[src/rtl/core/even_smooth_fft_size_assert.svh]
// Assertion macros shared by the smooth FFT length search.
`ifndef EVEN_SMOOTH_FFT_SIZE_ASSERT_SVH
`define EVEN_SMOOTH_FFT_SIZE_ASSERT_SVH

// The condition must hold in the same cycle as the trigger.
`define ESFS_ASSERT_SAME(label, trig, cond, msg) \
	label: assert property (@(posedge clk) disable iff (!arst_n) (trig) |-> (cond)) \
		else $error(msg);

// The condition must hold in the cycle after the trigger.
`define ESFS_ASSERT_NEXT(label, trig, cond, msg) \
	label: assert property (@(posedge clk) disable iff (!arst_n) (trig) |=> (cond)) \
		else $error(msg);

`endif

[src/rtl/core/esfs_pkg.sv]
// Package with the shared constants and types of the smooth FFT length search.
package esfs_pkg;

	localparam int unsigned LENGTH_BITS_DEF = 20;

	typedef enum logic [1:0] {
		FACTOR_2,
		FACTOR_3,
		FACTOR_5,
		FACTOR_7
	} factor_t;

endpackage

[src/rtl/core/even_smooth_fft_size.sv]
// Top level of the search for the smallest even 2-3-5-7 smooth FFT length.
//
// The block takes a requested transform length on the input channel (in_valid,
// in_ready, requested_length) and returns one good length on the output
// channel (out_valid, out_ready, good_length) for every transfer.
// The result is the smallest even number of the form 2^a*3^b*5^c*7^d that is at
// least the request; a request of zero gives zero and a request of one gives two.
// A sequencer walks the nested enumeration of products of 2, 3, 5 and 7 below
// the best bound found so far, one product per cycle through a single shared
// multiply-by-constant unit and its comparator against the bound.
// An item steps through each enumerated product, each pass of the innermost
// loop and of the loops on 5 and on 3, and then writes the result.
// The block is busy until the result is written and in_ready stays low.
// The result sits in an output register, so the next request is taken
// while a finished result still waits for out_ready; a stalled receiver only
// holds the block when a second result is finished before the first is taken.
// Reset clears the sequencer, the output valid flag and the output register; nothing else is kept
// between requests.
`include "even_smooth_fft_size_assert.svh"

module even_smooth_fft_size #(
	parameter int unsigned LENGTH_BITS = esfs_pkg::LENGTH_BITS_DEF
) (
	input  logic                   clk,
	input  logic                   arst_n,
	input  logic                   in_valid,
	output logic                   in_ready,
	input  logic [LENGTH_BITS:0]   requested_length,
	output logic                   out_valid,
	input  logic                   out_ready,
	output logic [LENGTH_BITS+1:0] good_length
);

	localparam int unsigned IN_W = LENGTH_BITS + 1;
	localparam int unsigned W    = LENGTH_BITS + 2;
	localparam int unsigned PW   = W + 3;

	typedef enum logic [2:0] {
		ST_IDLE,
		ST_L7,
		ST_L5,
		ST_L3,
		ST_L2,
		ST_DONE
	} state_t;

	state_t state_q;
	logic   out_valid_q;
	logic [W-1:0] good_length_q;

	logic [IN_W-1:0] n_q;
	logic [W-1:0]    bound_q;
	logic [W-1:0]    p2_q;
	logic [W-1:0]    p3_q;
	logic [W-1:0]    p5_q;
	logic [PW-1:0]   p7_q;

	esfs_pkg::factor_t factor;
	logic [W-1:0]  op;
	logic [PW-1:0] op_ext;
	logic [PW-1:0] prod;
	logic [PW-1:0] bound_ext;
	logic          prod_lt;
	logic          p7_lt;
	logic          p7_ge_n;
	logic          accept;
	logic          out_free;

	assign accept    = in_valid && in_ready;
	assign in_ready  = (state_q == ST_IDLE);
	assign out_valid = out_valid_q;
	assign good_length = good_length_q;
	assign out_free  = !out_valid_q || out_ready;

	always_comb begin
		unique case (state_q)
			ST_L7: begin
				factor = esfs_pkg::FACTOR_7;
				op     = p7_q[W-1:0];
			end
			ST_L5: begin
				factor = esfs_pkg::FACTOR_5;
				op     = p5_q;
			end
			ST_L3: begin
				factor = esfs_pkg::FACTOR_3;
				op     = p3_q;
			end
			default: begin
				factor = esfs_pkg::FACTOR_2;
				op     = p2_q;
			end
		endcase
	end

	always_comb begin
		op_ext = {3'b000, op};
		unique case (factor)
			esfs_pkg::FACTOR_2: prod = op_ext << 1;
			esfs_pkg::FACTOR_3: prod = (op_ext << 1) + op_ext;
			esfs_pkg::FACTOR_5: prod = (op_ext << 2) + op_ext;
			esfs_pkg::FACTOR_7: prod = (op_ext << 3) - op_ext;
			default:            prod = op_ext;
		endcase
	end

	assign bound_ext = {3'b000, bound_q};
	assign prod_lt   = (prod < bound_ext);
	assign p7_lt     = (p7_q < bound_ext);
	assign p7_ge_n   = (p7_q >= {{(PW-IN_W){1'b0}}, n_q});

	always_ff @(posedge clk or negedge arst_n) begin
		if (!arst_n) begin
			state_q       <= ST_IDLE;
			out_valid_q   <= 1'b0;
			good_length_q <= '0;
		end else begin
			if ((state_q == ST_DONE) && out_free) begin
				out_valid_q <= 1'b1;
			end else if (out_ready) begin
				out_valid_q <= 1'b0;
			end
			unique case (state_q)
				ST_IDLE: begin
					if (accept) begin
						state_q <= ST_L7;
					end
				end
				ST_L7: begin
					if (!p7_lt) begin
						state_q <= ST_L5;
					end
				end
				ST_L5: begin
					state_q <= prod_lt ? ST_L7 : ST_L3;
				end
				ST_L3: begin
					state_q <= prod_lt ? ST_L7 : ST_L2;
				end
				ST_L2: begin
					state_q <= prod_lt ? ST_L7 : ST_DONE;
				end
				ST_DONE: begin
					if (out_free) begin
						good_length_q <= bound_q;
						state_q       <= ST_IDLE;
					end
				end
				default: begin
					state_q <= ST_IDLE;
				end
			endcase
		end
	end

	always_ff @(posedge clk) begin
		unique case (state_q)
			ST_IDLE: begin
				if (accept) begin
					n_q     <= requested_length;
					bound_q <= {requested_length, 1'b0};
					p2_q    <= W'(2);
					p3_q    <= W'(2);
					p5_q    <= W'(2);
					p7_q    <= PW'(2);
				end
			end
			ST_L7: begin
				if (p7_lt) begin
					if (p7_ge_n) begin
						bound_q <= p7_q[W-1:0];
					end
					p7_q <= prod;
				end
			end
			ST_L5: begin
				if (prod_lt) begin
					p5_q <= prod[W-1:0];
					p7_q <= prod;
				end
			end
			ST_L3: begin
				if (prod_lt) begin
					p3_q <= prod[W-1:0];
					p5_q <= prod[W-1:0];
					p7_q <= prod;
				end
			end
			ST_L2: begin
				if (prod_lt) begin
					p2_q <= prod[W-1:0];
					p3_q <= prod[W-1:0];
					p5_q <= prod[W-1:0];
					p7_q <= prod;
				end
			end
			default: begin
			end
		endcase
	end

	`ESFS_ASSERT_NEXT(a_busy_after_accept, accept, !in_ready, "block still ready after a transfer")
	`ESFS_ASSERT_NEXT(a_bound_shrinks, state_q != ST_IDLE, bound_q <= $past(bound_q), "bound grew")
	`ESFS_ASSERT_SAME(a_bound_covers_n, state_q != ST_IDLE, bound_q >= W'(n_q), "bound below request")
	`ESFS_ASSERT_SAME(a_loop_order, state_q == ST_L7, (p7_q >= PW'(p5_q)) && (p5_q >= p3_q) && (p3_q >= p2_q), "loop values out of order")
	`ESFS_ASSERT_SAME(a_result_even, out_valid_q, !good_length_q[0], "odd result")

endmodule

[config.mk]
export PLATFORM = sky130hd
export DESIGN_NAME = even_smooth_fft_size
export DESIGN_NICKNAME = d
export VERILOG_FILES = /design/src/rtl/core/esfs_pkg.sv /design/src/rtl/core/even_smooth_fft_size.sv
export VERILOG_INCLUDE_DIRS = /design/src /design/src/rtl/core
export SDC_FILE = /design/constraint.sdc
export NUM_CORES = 1
export LEC_CHECK = 0
export BUFFER_PORTS_ARGS = -buffer_cell sky130_fd_sc_hd__buf_2
export CORE_ASPECT_RATIO = 0.7
export CORE_MARGIN = 2
export CORE_UTILIZATION = 35
export DETAILED_ROUTE_END_ITERATION = 7
export PLACE_DENSITY_LB_ADDON = 0.3
export SLEW_MARGIN = 20
export SYNTH_ARGS = -nofsm -noshare
export SYNTH_HDL_FRONTEND = slang
export SYNTH_SLANG_ARGS = --single-unit
[constraint.sdc]
create_clock -name clk -period 14 [get_ports clk]
set_input_delay 2.1 -clock clk [delete_from_list [all_inputs] [get_ports clk]]
set_output_delay 2.1 -clock clk [all_outputs]
set_load 0.05 [all_outputs]
==> results.py <==
metrics = {
    "routing": {
        "routed-via-count": 11000,
        "vias_per_cell": 5.78,
        "drt_wl_total_um": 40300,
        "drc": 0,
        "drt_iter0_drc": 1248,
        "wl_per_cell_um": 21.2,
        "ant_nets": 0,
        "firstDrtPassIters": 7,
    },
    "yosys": {
        "synth.most_common_cell": "nor2_1",
        "synthFlopType": "edfxtp_1",
        "synthTopCellsByArea": "edfxtp_1 32%, ha_1 12%, dfrtp_1 5.1%, nor2_1 4.0%, a21oi_1 3.7%",
        "ys_seq_elements": 160,
        "ys_warn_count": 0,
        "synth_top_area_cell": "edfxtp_1",
        "synth-edff-count": 134,
        "yosysUniqueCellTypes": 94,
        "synth_cells": 1384,
        "syn_area_sq_um": 12800,
        "synth_common_cells": "136 x nor2_1, 134 x edfxtp_1, 122 x ha_1",
        "synth_top_area_share_pct": 31.6,
        "syn_area_per_cell_sq_um": 9.21,
        "syn_nets": 1532,
        "seq_area_frac_synth_pct": 36.7,
        "synthArstFlopShare_pct": 16.3,
    },
    "floorplanning": {
        "fp.dieH_um": 164,
        "initial_utilization_pct": 35.5,
        "fp.dieArea_sq_um": 38000,
        "core_sq_um": 35900,
        "io_pins": 49,
        "die_width_um": 232,
        "placementRows": 58,
    },
    "sta": {
        "drv_slew": 0,
        "slew_headroom_pct": 35.6,
        "tightest_slew_ns": 0.964,
        "fmax_ghz": 0.113,
        "rsz0062_at_grt": "no",
        "finalHoldViolCount": 0,
        "worst_slack_ns": 5.13,
        "final.period_utilization_pct": 63.3,
        "setup-violations-final": 0,
        "fin_worst_skew_ns": 0.0193,
        "min_period_ns": 8.87,
        "tns_ns": 0,
    },
    "clocking": {
        "cts-root-buf": "clkbuf_16",
        "cts_sinks": 160,
        "cts_resized": 0,
        "cts_tree": "yes",
        "htree_levels": 4,
        "cts_buffers": 17,
        "cts-hold-fix-buffers": 0,
        "path_clk_slew_ns": 0.08,
        "clk_latency_ns": 0.45,
        "cts_max_path_buffers": 2,
        "cts_setup_buffers": 0,
    },
    "critical_path": {
        "endpoint_kind": "flip-flop",
        "critical_path_class": "reg2reg",
        "r2r_setup_slack_ns": 5.13,
        "arrival_ns": 9.00,
        "start_kind": "flip-flop",
        "path_max_fanout": 37,
        "crit_required_ns": 14.13,
    },
    "min_path": {
        "hold_class": "reg2reg",
    },
    "global_routing": {
        "antenna_found_initial": 0,
        "grt_pass1_vias": 10200,
        "overflow": 0,
        "grt.total_usage_pct": 21.4,
        "grt_max_degree": 50,
        "grt_pass1_wl_um": 61800,
    },
    "final_layout": {
        "final_cell_area_sq_um": 14100,
        "diodes": 0,
        "area_delta_synth_final_pct": 10.6,
        "drive_gt1_share_pct": 11.6,
        "layout.nets": 1560,
        "final_cell_count_no_fill": 1904,
    },
    "placed_design": {
        "io_buffers": 48,
        "dpl.hpwl_um": 30700,
        "dpl-instance-area_sq_um": 13500,
        "dp_slack_ns": 5.21,
        "gp_congestion": 0.913,
        "dp.cells": 1873,
    },
    "power": {
        "p_leak_nw": 6.38,
        "pwr-share-comb_pct": 0.6,
        "p_int_mw": 0.775,
        "totalPowerFinal_mw": 0.980,
        "switching_share_pct": 20.9,
        "p_sw_mw": 0.205,
        "peakVddDrop_uv": 75.3,
        "seqPwrFrac_pct": 52.1,
        "p_per_area_nw_per_um2": 69.5,
        "p_clk_share_pct": 47.3,
    },
    "job": {
        "max_cap_viol_count": 0,
    },
    "status": {
        "status": "finished, final reports clean",
    },
}
==> layout make-up <==
| cell class | instances | area (sq um) |
|---|---|---|
| tap | 480 | 601 |
| multi-input combinational | 1046 | 7420 |
| clock inverter | 13 | 136 |
| sequential | 160 | 4680 |
| timing repair buffer | 69 | 398 |
| clock buffer | 18 | 429 |
| fill | 3594 | 21800 |
| inverter | 118 | 443 |
==> routing by layer <==
layer,GRT usage (%),vias up,routed length [um]
met3,3.89,44,2930
li1,-,5187,-
met1,33.8,5360,20400
met4,5.13,0,634
met5,0,-,0
met2,29.3,412,16300
==> metrics by stage <==
step                hold slack [ns]  utilization [%]
floorplan                     0.481                -
global placement              0.485             37.6
detailed placement            0.491             37.7
CTS                           0.506             39.2
global route                  0.514             39.3
finish                        0.500             39.3
==> state kept, by name, indices dropped and copies added (netlist names) <==
register,cells
p7_q,25
bound_q,22
good_length,22
p2_q,22
p3_q,22
p5_q,22
n_q,21
state_q,3
out_valid,1
==> critical path, stage by stage, from the launching register on <==
cell	delay, ns
dfrtp_2	0.79
buf_4	0.56
o21ba_2	0.44
nor2_1	0.14
a221oi_4	0.52
inv_1	0.09
ha_1	0.40
nor4b_1	0.26
a311oi_1	0.13
o41ai_2	0.60
a21oi_1	0.30
o21ai_0	0.47
xnor2_1	0.19
o22ai_1	0.10
a221oi_1	0.65
inv_1	0.10
ha_1	0.21
or4_1	0.44
a21oi_1	0.13
o311ai_0	0.16
a221o_1	0.43
nor3_4	0.19
o211ai_1	0.14
a21oi_2	0.70
buf_4	0.35
==> power groups by stage <==
stage	combinational [mW]	sequential [mW]	clock, mW
5_1_grt	0.00711	0.510	0.488
4_1_cts	0.00655	0.510	0.469
3_3_place_gp	0.00638	0.521	0
2_1_floorplan	0.000221	0.521	0
3_5_place_dp	0.00655	0.521	0
6_report	0.00617	0.510	0.464
==> placed cells by master (no fill, tap or decap), types with 8 or more instances in the layout <==
| cell | netlist | routed |
|---|---|---|
| nor2_1 | 136 | 135 |
| edfxtp_1 | 134 | 134 |
| ha_1 | 122 | 122 |
| nand2_1 | 120 | 120 |
| inv_1 | 114 | 114 |
| a21oi_1 | 94 | 93 |
| o21ai_0 | 52 | 52 |
| buf_2 | 5 | 48 |
| a21o_1 | 41 | 41 |
| xnor2_1 | 36 | 36 |
| o21a_1 | 31 | 31 |
| mux2_2 | 25 | 25 |
| nand4_1 | 25 | 25 |
| dfrtp_1 | 26 | 25 |
| mux2i_1 | 24 | 24 |
| nand3_1 | 24 | 24 |
| a22oi_1 | 22 | 22 |
| xor2_1 | 22 | 22 |
| buf_4 | 3 | 21 |
| nor3_1 | 18 | 18 |
| a31oi_1 | 17 | 17 |
| clkbuf_16 | 0 | 17 |
| and3_1 | 16 | 16 |
| nand2b_1 | 13 | 13 |
| o22ai_1 | 13 | 13 |
| a211oi_1 | 13 | 12 |
| o211ai_1 | 11 | 11 |
| nor2b_1 | 11 | 10 |
| o21bai_1 | 8 | 8 |
| o31ai_1 | 8 | 8 |
==> cells by family after synthesis <==
group,synth area share [%]
and+or+nand+nor,15.5
AOI/OAI and AO/OA,21.8
buffers and inverters,5.55
DFF,36.7
adders and majority gates,12.2
xor gates and xnor gates,3.98
muxes,4.30
other,0.0294
==> final timing paths <==
check,start,to,cells after the start
max,state_q[0],p7_q[6],24
min,good_length[13],good_length[13],1
max reg2reg,state_q[0],p7_q[6],24
min reg2reg,good_length[13],good_length[13],1
max in group asynchronous,arst_n,state_q[0],1
min in group asynchronous,arst_n,good_length[20],1
No activity file was read; power rests on OpenSTA's default activity.
